--- src/rtl/ecdsa_der_signature_decoder_defines.svh ---
// Assertion macros for the DER signature decoder.
// Used by the top level; expects signals named clock and reset in scope.
`ifndef ECDSA_DER_SIGNATURE_DECODER_DEFINES_SVH
`define ECDSA_DER_SIGNATURE_DECODER_DEFINES_SVH

// Same-cycle implication, disabled while reset is high.
`define EDSD_ASSERT_SAME(label, ante, cons, msg) \
   label: assert property (@(posedge clock) disable iff (reset) (ante) |-> (cons)) \
      else $error(msg);

// Next-cycle implication, disabled while reset is high.
`define EDSD_ASSERT_NEXT(label, ante, cons, msg) \
   label: assert property (@(posedge clock) disable iff (reset) (ante) |=> (cons)) \
      else $error(msg);

`endif

--- src/rtl/edsd_pkg.sv ---
// Shared types and constants of the DER signature decoder.
// No dependencies; imported by the parser, the emitter and the top level.
package edsd_pkg;

   localparam int INT_BYTES_DEFAULT = 32;

   localparam logic [7:0] SEQ_TAG   = 8'h30;
   localparam logic [7:0] INT_TAG   = 8'h02;
   localparam logic [6:0] COUNT_MAX = 7'd127;

   typedef enum logic [2:0] {
      PH_SEQ_TAG,
      PH_SEQ_LEN,
      PH_INT_TAG,
      PH_INT_LEN,
      PH_INT_BODY,
      PH_DONE
   } phase_type;

   // Parser to emitter: store write strobe and end-of-signature status.
   typedef struct packed {
      logic wr_en;
      logic done;
      logic ok;
   } edsd_ctrl_type;

endpackage

--- src/rtl/ecdsa_der_signature_decoder.sv ---
// DER-encoded ECDSA signature to raw r||s converter, top level.
// Depends on edsd_pkg, edsd_parser, edsd_emitter and the defines header.
//
// Usage: the encoding enters one byte per request on the req_ channel,
// req_final_byte marking its last byte. Every byte is parsed as it is
// accepted, so non-final bytes are taken one per cycle. When the final
// byte is accepted the verdict is fixed and the store bank holding r and s
// is handed to the read-out, which emits 2*INT_BYTES results on the rsp_
// channel, big-endian r then s, with rsp_last_raw on the last one. A
// malformed encoding gives rsp_status high and all-zero bytes.
// Read-out: accepting the final byte sets the busy register, which starts
// the reads into the result register; one result per cycle while rsp_ready
// is high, set by the single read port.
// The next signature's bytes fill the other bank during read-out; only its
// final byte is held off (req_ready low) until the read-out has issued its
// last read. A stall on rsp_ready holds the result register and the read-out.
// Reset clears the parser, the valid bits of both banks and the read-out;
// there is no clearing pass.
`include "ecdsa_der_signature_decoder_defines.svh"

module ecdsa_der_signature_decoder #(
   parameter int INT_BYTES = edsd_pkg::INT_BYTES_DEFAULT
) (
   input  logic       clock,
   input  logic       reset,
   input  logic       req_valid,
   output logic       req_ready,
   input  logic [7:0] req_data_byte,
   input  logic       req_final_byte,
   output logic       rsp_valid,
   input  logic       rsp_ready,
   output logic [7:0] rsp_raw_byte,
   output logic       rsp_status,
   output logic       rsp_last_raw
);
   import edsd_pkg::*;

   localparam int AW = $clog2(2 * INT_BYTES);

   edsd_ctrl_type ctrl;
   logic [AW-1:0] wr_idx;
   logic [7:0]    wr_data;
   logic          emit_busy;
   logic          req_accept;

   // hold a final byte back while the previous signature is still read out
   assign req_ready  = !emit_busy || !req_final_byte;
   assign req_accept = req_valid && req_ready;

   edsd_parser #(
      .INT_BYTES (INT_BYTES)
   ) u_parser (
      .clock      (clock),
      .reset      (reset),
      .accept     (req_accept),
      .data_byte  (req_data_byte),
      .final_byte (req_final_byte),
      .ctrl       (ctrl),
      .wr_idx     (wr_idx),
      .wr_data    (wr_data)
   );

   edsd_emitter #(
      .INT_BYTES (INT_BYTES)
   ) u_emitter (
      .clock        (clock),
      .reset        (reset),
      .ctrl         (ctrl),
      .wr_idx       (wr_idx),
      .wr_data      (wr_data),
      .busy         (emit_busy),
      .rsp_valid    (rsp_valid),
      .rsp_ready    (rsp_ready),
      .rsp_raw_byte (rsp_raw_byte),
      .rsp_status   (rsp_status),
      .rsp_last_raw (rsp_last_raw)
   );

   `EDSD_ASSERT_NEXT(a_final_starts_readout, req_accept && req_final_byte, emit_busy, "final byte did not start read-out")
   `EDSD_ASSERT_SAME(a_final_when_idle, req_accept && req_final_byte, !emit_busy, "final byte taken during read-out")
   `EDSD_ASSERT_SAME(a_fail_gives_zero, rsp_valid && rsp_status, rsp_raw_byte == 8'h00, "failed decode emitted data")

endmodule

--- src/rtl/edsd_parser.sv ---
// Byte-serial DER parser: tracks phase, counts and the integer slot,
// and produces store writes and the verdict on the final byte. Uses edsd_pkg.
module edsd_parser #(
   parameter int INT_BYTES = edsd_pkg::INT_BYTES_DEFAULT
) (
   input  logic                            clock,
   input  logic                            reset,
   input  logic                            accept,
   input  logic [7:0]                      data_byte,
   input  logic                            final_byte,
   output edsd_pkg::edsd_ctrl_type         ctrl,
   output logic [$clog2(2*INT_BYTES)-1:0]  wr_idx,
   output logic [7:0]                      wr_data
);
   import edsd_pkg::*;

   localparam int RAW_BYTES = 2 * INT_BYTES;
   localparam int AW        = $clog2(RAW_BYTES);
   localparam int RW        = $clog2(INT_BYTES + 2);
   localparam int SW        = AW + RW + 1;

   phase_type      phase_ff, phase_in;
   logic [6:0]     count_ff, count_in;
   logic [6:0]     seq_len_ff, seq_len_in;
   logic [RW-1:0]  rem_ff, rem_in;
   logic           slot_ff, slot_in;
   logic           err_ff, err_in;
   logic           ok_c;
   logic           err_pre;
   logic [SW-1:0]  idx_wide;

   // Error state once the byte count has been checked.
   assign err_pre = err_ff || (count_ff == COUNT_MAX);

   always_comb begin
      phase_in   = phase_ff;
      count_in   = count_ff;
      seq_len_in = seq_len_ff;
      rem_in     = rem_ff;
      slot_in    = slot_ff;
      err_in     = err_ff;
      ok_c       = 1'b0;
      if (accept) begin
         if (!err_ff) begin
            if (count_ff == COUNT_MAX) begin
               err_in = 1'b1;
            end else begin
               count_in = count_ff + 7'd1;
            end
         end
         if (!err_pre) begin
            case (phase_ff)
               PH_SEQ_TAG: begin
                  if (data_byte != SEQ_TAG) err_in = 1'b1;
                  else phase_in = PH_SEQ_LEN;
               end
               PH_SEQ_LEN: begin
                  if (data_byte[7]) begin
                     err_in = 1'b1;
                  end else begin
                     seq_len_in = data_byte[6:0];
                     phase_in   = PH_INT_TAG;
                  end
               end
               PH_INT_TAG: begin
                  if (data_byte != INT_TAG) err_in = 1'b1;
                  else phase_in = PH_INT_LEN;
               end
               PH_INT_LEN: begin
                  if (data_byte == 8'd0 || data_byte > 8'(INT_BYTES + 1)) begin
                     err_in = 1'b1;
                  end else begin
                     rem_in   = RW'(data_byte);
                     phase_in = PH_INT_BODY;
                  end
               end
               PH_INT_BODY: begin
                  if (rem_ff != '0) rem_in = rem_ff - RW'(1);
                  if (rem_in == '0) begin
                     if (!slot_ff) begin
                        slot_in  = 1'b1;
                        phase_in = PH_INT_TAG;
                     end else begin
                        phase_in = PH_DONE;
                     end
                  end
               end
               default: err_in = 1'b1;
            endcase
         end
         if (final_byte) begin
            ok_c = !err_in && (phase_in == PH_DONE)
                   && ({1'b0, count_in} == ({1'b0, seq_len_in} + 8'd2));
            // start over for the next signature
            phase_in   = PH_SEQ_TAG;
            count_in   = '0;
            seq_len_in = '0;
            rem_in     = '0;
            slot_in    = 1'b0;
            err_in     = 1'b0;
         end
      end
   end

   always_comb begin
      idx_wide = (slot_ff ? SW'(INT_BYTES) : SW'(0)) + SW'(INT_BYTES) - SW'(rem_ff);
      wr_idx   = idx_wide[AW-1:0];
      wr_data  = data_byte;
      ctrl.wr_en = accept && !err_pre && (phase_ff == PH_INT_BODY)
                   && (rem_ff != '0) && (rem_ff <= RW'(INT_BYTES));
      ctrl.done  = accept && final_byte;
      ctrl.ok    = ok_c;
   end

   always_ff @(posedge clock) begin
      if (reset) begin
         phase_ff   <= PH_SEQ_TAG;
         count_ff   <= '0;
         seq_len_ff <= '0;
         rem_ff     <= '0;
         slot_ff    <= 1'b0;
         err_ff     <= 1'b0;
      end else begin
         phase_ff   <= phase_in;
         count_ff   <= count_in;
         seq_len_ff <= seq_len_in;
         rem_ff     <= rem_in;
         slot_ff    <= slot_in;
         err_ff     <= err_in;
      end
   end

endmodule

--- src/rtl/edsd_emitter.sv ---
// Two-bank raw byte store with per-entry valid bits and the read-out
// sequencer that drives the result register. Uses edsd_pkg.
module edsd_emitter #(
   parameter int INT_BYTES = edsd_pkg::INT_BYTES_DEFAULT
) (
   input  logic                            clock,
   input  logic                            reset,
   input  edsd_pkg::edsd_ctrl_type         ctrl,
   input  logic [$clog2(2*INT_BYTES)-1:0]  wr_idx,
   input  logic [7:0]                      wr_data,
   output logic                            busy,
   output logic                            rsp_valid,
   input  logic                            rsp_ready,
   output logic [7:0]                      rsp_raw_byte,
   output logic                            rsp_status,
   output logic                            rsp_last_raw
);
   import edsd_pkg::*;

   localparam int RAW_BYTES = 2 * INT_BYTES;
   localparam int AW        = $clog2(RAW_BYTES);
   localparam int DEPTH     = 2 << AW;

   logic [7:0]           raw_mem [DEPTH];
   logic [RAW_BYTES-1:0] valid_ff [2];
   logic [RAW_BYTES-1:0] valid_in [2];

   logic          wbank_ff, wbank_in;
   logic          rbank_ff, rbank_in;
   logic          busy_ff, busy_in;
   logic [AW-1:0] ridx_ff, ridx_in;
   logic          ok_ff, ok_in;
   logic          rsp_valid_ff, rsp_valid_in;
   logic          status_ff, last_ff, keep_ff;
   logic [7:0]    rd_data_ff;
   logic          advance, issue;

   assign advance = !rsp_valid_ff || rsp_ready;
   assign issue   = advance && busy_ff;

   always_comb begin
      wbank_in     = wbank_ff;
      rbank_in     = rbank_ff;
      busy_in      = busy_ff;
      ridx_in      = ridx_ff;
      ok_in        = ok_ff;
      rsp_valid_in = rsp_valid_ff;
      valid_in     = valid_ff;
      if (advance) rsp_valid_in = busy_ff;
      if (issue) begin
         ridx_in = ridx_ff + AW'(1);
         if (ridx_ff == AW'(RAW_BYTES - 1)) busy_in = 1'b0;
      end
      if (ctrl.wr_en) valid_in[wbank_ff][wr_idx] = 1'b1;
      // hand the filled bank to the read-out, clear the other for filling
      if (ctrl.done) begin
         busy_in            = 1'b1;
         ridx_in            = '0;
         rbank_in           = wbank_ff;
         ok_in              = ctrl.ok;
         wbank_in           = ~wbank_ff;
         valid_in[~wbank_ff] = '0;
      end
   end

   always_ff @(posedge clock) begin
      if (reset) begin
         wbank_ff     <= 1'b0;
         rbank_ff     <= 1'b0;
         busy_ff      <= 1'b0;
         ridx_ff      <= '0;
         ok_ff        <= 1'b0;
         rsp_valid_ff <= 1'b0;
         valid_ff[0]  <= '0;
         valid_ff[1]  <= '0;
      end else begin
         wbank_ff     <= wbank_in;
         rbank_ff     <= rbank_in;
         busy_ff      <= busy_in;
         ridx_ff      <= ridx_in;
         ok_ff        <= ok_in;
         rsp_valid_ff <= rsp_valid_in;
         valid_ff     <= valid_in;
      end
   end

   always_ff @(posedge clock) begin
      if (ctrl.wr_en) raw_mem[{wbank_ff, wr_idx}] <= wr_data;
   end

   // Result payload: hold while stalled.
   always_ff @(posedge clock) begin
      if (issue) begin
         rd_data_ff <= raw_mem[{rbank_ff, ridx_ff}];
         keep_ff    <= ok_ff && valid_ff[rbank_ff][ridx_ff];
         status_ff  <= !ok_ff;
         last_ff    <= (ridx_ff == AW'(RAW_BYTES - 1));
      end
   end

   assign busy         = busy_ff;
   assign rsp_valid    = rsp_valid_ff;
   assign rsp_raw_byte = keep_ff ? rd_data_ff : 8'h00;
   assign rsp_status   = status_ff;
   assign rsp_last_raw = last_ff;

endmodule

--- config.mk ---
export PLATFORM = sky130hd
export DESIGN_NAME = ecdsa_der_signature_decoder
export DESIGN_NICKNAME = d
export VERILOG_FILES = /design/src/rtl/edsd_pkg.sv /design/src/rtl/ecdsa_der_signature_decoder.sv /design/src/rtl/edsd_parser.sv /design/src/rtl/edsd_emitter.sv
export VERILOG_INCLUDE_DIRS = /design/src /design/src/rtl
export SDC_FILE = /design/constraint.sdc
export NUM_CORES = 1
export LEC_CHECK = 0
export BUFFER_PORTS_ARGS = -buffer_cell sky130_fd_sc_hd__buf_2
export CORE_UTILIZATION = 40
export CTS_BUF_LIST = sky130_fd_sc_hd__clkbuf_4 sky130_fd_sc_hd__clkbuf_8 sky130_fd_sc_hd__clkbuf_16
export DETAILED_ROUTE_END_ITERATION = 7
export HOLD_SLACK_MARGIN = 0.05
export SKIP_CTS_REPAIR_TIMING = 1
export SLEW_MARGIN = 20
export SYNTH_ARGS = -nofsm -noshare
export SYNTH_HDL_FRONTEND = slang
export SYNTH_SLANG_ARGS = --single-unit
--- constraint.sdc ---
create_clock -name clock -period 7.5 [get_ports clock]
set_clock_uncertainty 0.05 [all_clocks]
set_input_delay 0.375 -clock clock [delete_from_list [all_inputs] [get_ports clock]]
set_output_delay 0.375 -clock clock [all_outputs]
set_load 0.05 [all_outputs]
==> results of run 1 <==
## critical path, delay by kind of cell, from the launching register on
kind	cells	cell delay, ns
AO/OA/AOI/OAI	1	0.35
adder cells (fa/ha/maj)	1	0.30
flip-flops	1	0.39
AND/OR/NAND/NOR	6	3.10
## layer usage
layer / track usage [%] / vias up
li1: - / 9713
met1: 27.8 / 12640
met2: 31.6 / 791
met3: 3.84 / 194
met4: 6.64 / 2
met5: 0 / -
## sequential cells by signal, summed over array words and instances, names as in the netlist
| signal | cells |
|---|---|
| u_emitter.keep_ff | 1 |
| u_parser.slot_ff | 1 |
| u_emitter.raw_mem | 1024 |
| u_emitter.rsp_last_raw | 1 |
| u_emitter.ridx_ff | 6 |
| u_parser.err_ff | 1 |
| u_emitter.busy | 1 |
| u_emitter.rsp_valid | 1 |
| u_parser.count_ff | 7 |
| u_emitter.rsp_status | 1 |
| u_emitter.wbank_ff | 1 |
| u_emitter.rbank_ff | 1 |
| u_emitter.ok_ff | 1 |
| u_emitter.rd_data_ff | 8 |
| u_parser.seq_len_ff | 7 |
| u_parser.phase_ff | 3 |
| u_parser.rem_ff | 6 |
| u_emitter.valid_ff | 128 |
## per-stage QoR
stage	setup slack, ns	util (%)	area, um2	std cells
floorplan	4.30	-	47000	2331
global placement	3.16	42.0	48900	3779
detailed placement	3.03	42.1	49000	3783
CTS	2.99	45.7	53200	4006
global route	2.66	45.7	53200	4009
finish	2.89	45.7	53200	4010
## worst paths after layout
path                      startpoint                  endpoint  slack, ns  depth (start not counted)
max             u_parser.count_ff[0]  u_emitter.raw_mem[76][3]       2.89                          8
min                        req_valid      u_parser.count_ff[1]       0.09                          5
max reg2reg     u_parser.count_ff[0]  u_emitter.raw_mem[76][3]       2.89                          8
min reg2reg  u_emitter.valid_ff[121]   u_emitter.valid_ff[121]       0.41                          1
## power groups by stage
| stage | combinational [mW] | clock [mW] | sequential, mW |
|---|---|---|---|
| 6_report | 0.501 | 6.32 | 7.26 |
| 5_1_grt | 0.534 | 6.67 | 7.25 |
| 4_1_cts | 0.508 | 6.41 | 7.26 |
| 3_5_place_dp | 0.508 | 0 | 7.40 |
| 3_3_place_gp | 0.498 | 0 | 7.40 |
| 2_1_floorplan | 0.296 | 0 | 7.39 |
## logic make-up (layout without fill, tap and decap cells)
kind of cell,after synthesis,in the layout
xor gates and xnor gates,20,20
buffers and inverters,148,302
other,0,1
DFF,1199,1199
adders and majority gates,5,5
muxes,394,394
AOI/OAI and AO/OA,221,221
and+or+nand+nor,344,344
## final cells by class
type                       count  area (um2)  share of cell area, %
sequential                  1199       34400                   64.6
multi-input combinational    984       12100                   22.8
inverter                      10        37.5                 0.0705
antenna                        1        2.50                0.00470
tap                         1524        1910                   3.58
timing repair buffer          69         598                   1.12
clock inverter                76         976                   1.83
clock buffer                 147        3220                   6.05
## cell usage after synthesis (18+ instances only)
cell      count
buf_2        23
mux4_2      378
a21oi_1      26
o21a_1      129
nand2_1      49
edfxtp_1   1035
o21ai_0      18
buf_1        19
nor2_1      190
dfxtp_1     164
clkbuf_1     89
nand3_1      26
==> out/metrics.yaml, run 1 <==
status: "finished, final reports clean"
synthAdderAreaFrac_pct: 0.133
synth-edff-count: 1035
hold_violations: 0
crit_fanout: 10
rsz0062_at_grt: "false"
synth-simple-area-share_pct: 3.24
remaining_drc_errors: 0
gp_congestion: 0.835
worst_skew_pair.late_latency_ns: 0.72
antenna_found_initial: 2
cts_buffers: 119
route.met2.wl_um: 55400
die_y_um: 345
critPathKind: "flip-flop to flip-flop"
internal_power_mw: 11.2
fillers: 9674
final_common_cell: "edfxtp_1"
swShare_pct: 20.4
io_pins: 25
yosysTopAreaCellShare_pct: 66.1
drt_iter0_drc: 2472
grt_pass1_vias: 23817
setup_viol: 0
cts_root_buf: "clkbuf_16"
synth_nets: 2349
fmax_mhz: 217
power_mw: 14.1
sequentialPowerShare_pct: 51.5
clk_pin_slew_ns: 0.06
wl_met3_um: 7350
grt_pass1_wl_um: 171000
syn-instance-count: 2331
vias_per_cell: 5.82
slew-limit-headroom_pct: 21.9
syn-cell-area_mm2: 0.0470
async_flop_share_pct: 0
synth_ff_type: "edfxtp_1"
postRouteAntennaNets: 0
synth_top_family_by_area: "multiplexers"
cts-htree-levels: 3
drt-wirelength-per-cell_um: 29.0
power_frac_comb_pct: 3.6
worst_pin_slew_ns: 1.17
portBuffers: 24
synthMuxAreaShare_pct: 18.5
ys_warn_count: 0
routed_wl_um: 116000
maxCapViolCount: 0
ys_seq_area_share_pct: 73.1
syn2layout_area_growth_pct: 13.3
critPathSlowestCell: "nor2_1"
syn_avg_cell_area_um2: 20.2
hold_class: "input port to flip-flop"
synth_compound_area_share_pct: 3.34
grt_max_degree: 102
final.setup.tns_ns: 0
tritoncts: "built"
layout_common_cells: "edfxtp_1 (1035), mux4_2 (378), nor2_1 (163)"
vias: 23340
gr-total-overflow: 0
grt_usage_pct: 20.0
power_frac_clock_pct: 44.9
drive_gt1_share_pct: 27.9
whs_ns: 0.0909
final_nets: 2401
crit_arrival_ns: 4.88
die-area_mm2: 0.119
endpoint_kind: "flip-flop"
yosysTopAreaCell: "edfxtp_1"
switching_power_mw: 2.87
ys_ff_latch: 1199
crit_chain: "ha_1, and3_1, a31o_1, nor3_1, nand3_1, nor2_1, nand3_1, nor2_1"
slowest_delay_ns: 1.11
wl_met1_um: 49900
peakVddDrop_mv: 0.185
cp.required_ns: 7.77
drtPass1Iterations: 6
fp.dieW_um: 345
max-clock-path-buffers: 3
topRoutingLayerUsed: "met5"
critPathLaunchType: "flip-flop"
synthXorXnorAreaFrac_pct: 0.402
core-area_mm2: 0.116
rows: 125
p_per_area_mw_per_mm2: 264
period_share_pct: 61.5
synth_area_leaders: "edfxtp_1 (66%), mux4_2 (18%), dfxtp_1 (7.0%)"
start_util_pct: 40.4
yosys.cell_types.count: 53
cts.sink_count: 1199
fin_crit_ns: 4.61
slew_violations: 0
hpwl_um: 72600
p_leak_nw: 16.1
No activity file was read; power rests on OpenSTA's default activity.
==> inputs of run 2 (changes only) <==
- clock period: 7.5 -> 4 ns (I/O delays scaled with it)
==> run 2 against run 1 <==
  * Utilization rose by 1.0 points
  * Via count rose by 2.6%
  * Global-route usage rose by 0.54 points
  * Count of clock-buffer cells in the layout rose by 11
  * Die area did not move
  * Non-clock buffer count rose by 162
  * Sequential power rose by 87%
  * First-iteration DRC count rose by 1.4%
  * Critical path depth fell by 1
  * Hold slack improved by 0.0066 ns
  * Power rose by 85%
==> out/metrics.yaml, run 2 (synthesis results as in run 1) <==
status: "finished, final reports clean"
slew_violations: 0  # unchanged
final_nets: 2563  # +6.7%
path_delay_family: "simple AND/OR/NAND/NOR gates"
p_per_area_mw_per_mm2: 480  # +81%
start_util_pct: 40.4  # unchanged
remaining_drc_errors: 0  # unchanged
vias: 23949  # +2.6%
hpwl_um: 77000  # +6.0%
fmax_mhz: 266  # +23%
dp.cells: 3942  # +4.2%
vias_per_cell: 5.74  # -1.4%
grt_max_degree: 134  # +31%
core-area_mm2: 0.116  # unchanged
grt_pass1_vias: 24278  # +1.9%
clk_pin_slew_ns: 0.06  # about the same
crit_fanout: 13  # +3
hold_class: "input port to flip-flop"
grt_pass1_wl_um: 174000  # +2.1%
syn2layout_area_growth_pct: 15.8
drtPass1Iterations: 6  # unchanged
cts-htree-levels: 3  # unchanged
hold_violations: 0  # unchanged
tritoncts: "built"
reg_top3: "u_emitter.raw_mem: 1024 flops, u_emitter.valid_ff: 128 flops, u_emitter.rd_data_ff: 8 flops"
grt_usage_pct: 20.5  # +0.54 points
placement.cell_area_mm2: 0.0502  # +2.6%
crit_arrival_ns: 4.12  # -0.76 ns
period_share_pct: 93.9  # +32 points
fp.dieW_um: 345  # unchanged
max-clock-path-buffers: 3  # unchanged
fillers: 9634  # -0.41%
critPathKind: "flip-flop to flip-flop"
cts.sink_count: 1199  # unchanged
path_buf_inv: 2  # +2
fin_crit_ns: 3.75  # -0.855 ns
maxCapViolCount: 0  # unchanged
critPathLaunchType: "flip-flop"
drt_iter0_drc: 2506  # +1.4%
rsz0062_at_grt: "false"
final.setup.tns_ns: 0  # unchanged
top_register: "u_emitter.raw_mem"
peakVddDrop_mv: 0.345  # +87%
routed_wl_um: 119000  # +2.4%
crit_chain: "inv_1, ha_1, ha_1, or3_1, or3_1, nor2_1, buf_4"
slowest_delay_ns: 0.76  # -0.35 ns
stdcell_count: 4175  # +4.1%
setup_viol: 0  # unchanged
cts_buffers: 119  # unchanged
diodes: 0  # -1
die_y_um: 345  # unchanged
final_common_cell: "edfxtp_1"
layout_common_cells: "edfxtp_1 (1035), mux4_2 (378), buf_4 (191)"
drt-wirelength-per-cell_um: 28.6  # -1.6%
multiInputGateArea_mm2: 0.0121  # -0.42%
antenna_found_initial: 8  # +6
slew-limit-headroom_pct: 27.6  # +5.7 points
largest_reg_flops: 1024  # unchanged
postRouteAntennaNets: 0  # unchanged
worst_pin_slew_ns: 1.09  # -0.0815 ns
cp.required_ns: 4.36  # -3.41 ns
drive_gt1_share_pct: 31.8  # +3.9 points
stdcell_area_mm2: 0.0544  # +2.3%
rows: 125  # unchanged
die-area_mm2: 0.119  # unchanged
io_pins: 25  # unchanged
power_mw: 26.1  # +85%
critPathSlowestCell: "or3_1"
portBuffers: 24  # unchanged
p_leak_nw: 17.0  # +5.4%
gr-total-overflow: 0  # unchanged
gp_congestion: 0.811  # -2.9%
worst_skew_pair.late_latency_ns: 0.71  # about the same
regArea_mm2: 0.0344  # unchanged
endpoint_kind: "flip-flop"
cts_root_buf: "clkbuf_16"
final_util_pct: 46.8  # +1.0 points
run 2: metrics by stage:
stage	setup WS (ns)	hold WS (ns)
CTS	0.179	-0.255
global placement	0.247	0.395
finish	0.246	0.0974
global route	0.0963	0.0992
detailed placement	0.168	0.403
floorplan	0.797	0.249
run 2: worst paths after layout:
check	start	end	slack (ns)	cells after the start
hold / removal	req_data_byte[6]	u_emitter.raw_mem[59][6]	0.1	1
setup / recovery	u_parser.rem_ff[0]	u_emitter.raw_mem[81][3]	0.25	7
hold reg to reg	u_emitter.valid_ff[117]	u_emitter.valid_ff[117]	0.42	1
setup reg to reg	u_parser.rem_ff[0]	u_emitter.raw_mem[81][3]	0.25	7
run 2: power by group:
| part | internal, mW | total (mW) | switching (mW) |
|---|---|---|---|
| combinational | 0.389 | 1.01 | 0.621 |
| sequential | 13.6 | 13.6 | 0.0140 |
| clock | 6.75 | 11.5 | 4.76 |
| total | 20.7 | 26.1 | 5.39 |
run 2: worst reg2reg max path, delay by kind of cell, from the launching register on:
| family | cells | cell delay [ns] |
|---|---|---|
| simple gates | 3 | 1.79 |
| fa+ha+maj | 2 | 0.68 |
| flops | 1 | 0.59 |
| buf+inv | 2 | 0.38 |
run 2: routing by layer:
layer	part of all wire [%]	vias to the layer above	global-route usage, %
met5	0.12	-	0.761
met4	2.8	4	5.87
met3	8.5	187	5.50
met2	47	1012	32.2
met1	41	12721	28.1
li1	-	10025	-
run 2: cell type report:
type	count	share of cell area [%]
clock buffers	158	6.22
clock inverters	69	1.33
inverters	10	0.0690
multi-input cells	984	22.2
flip-flops and latches	1199	63.2
well taps	1524	3.50
repair buffers	231	3.55
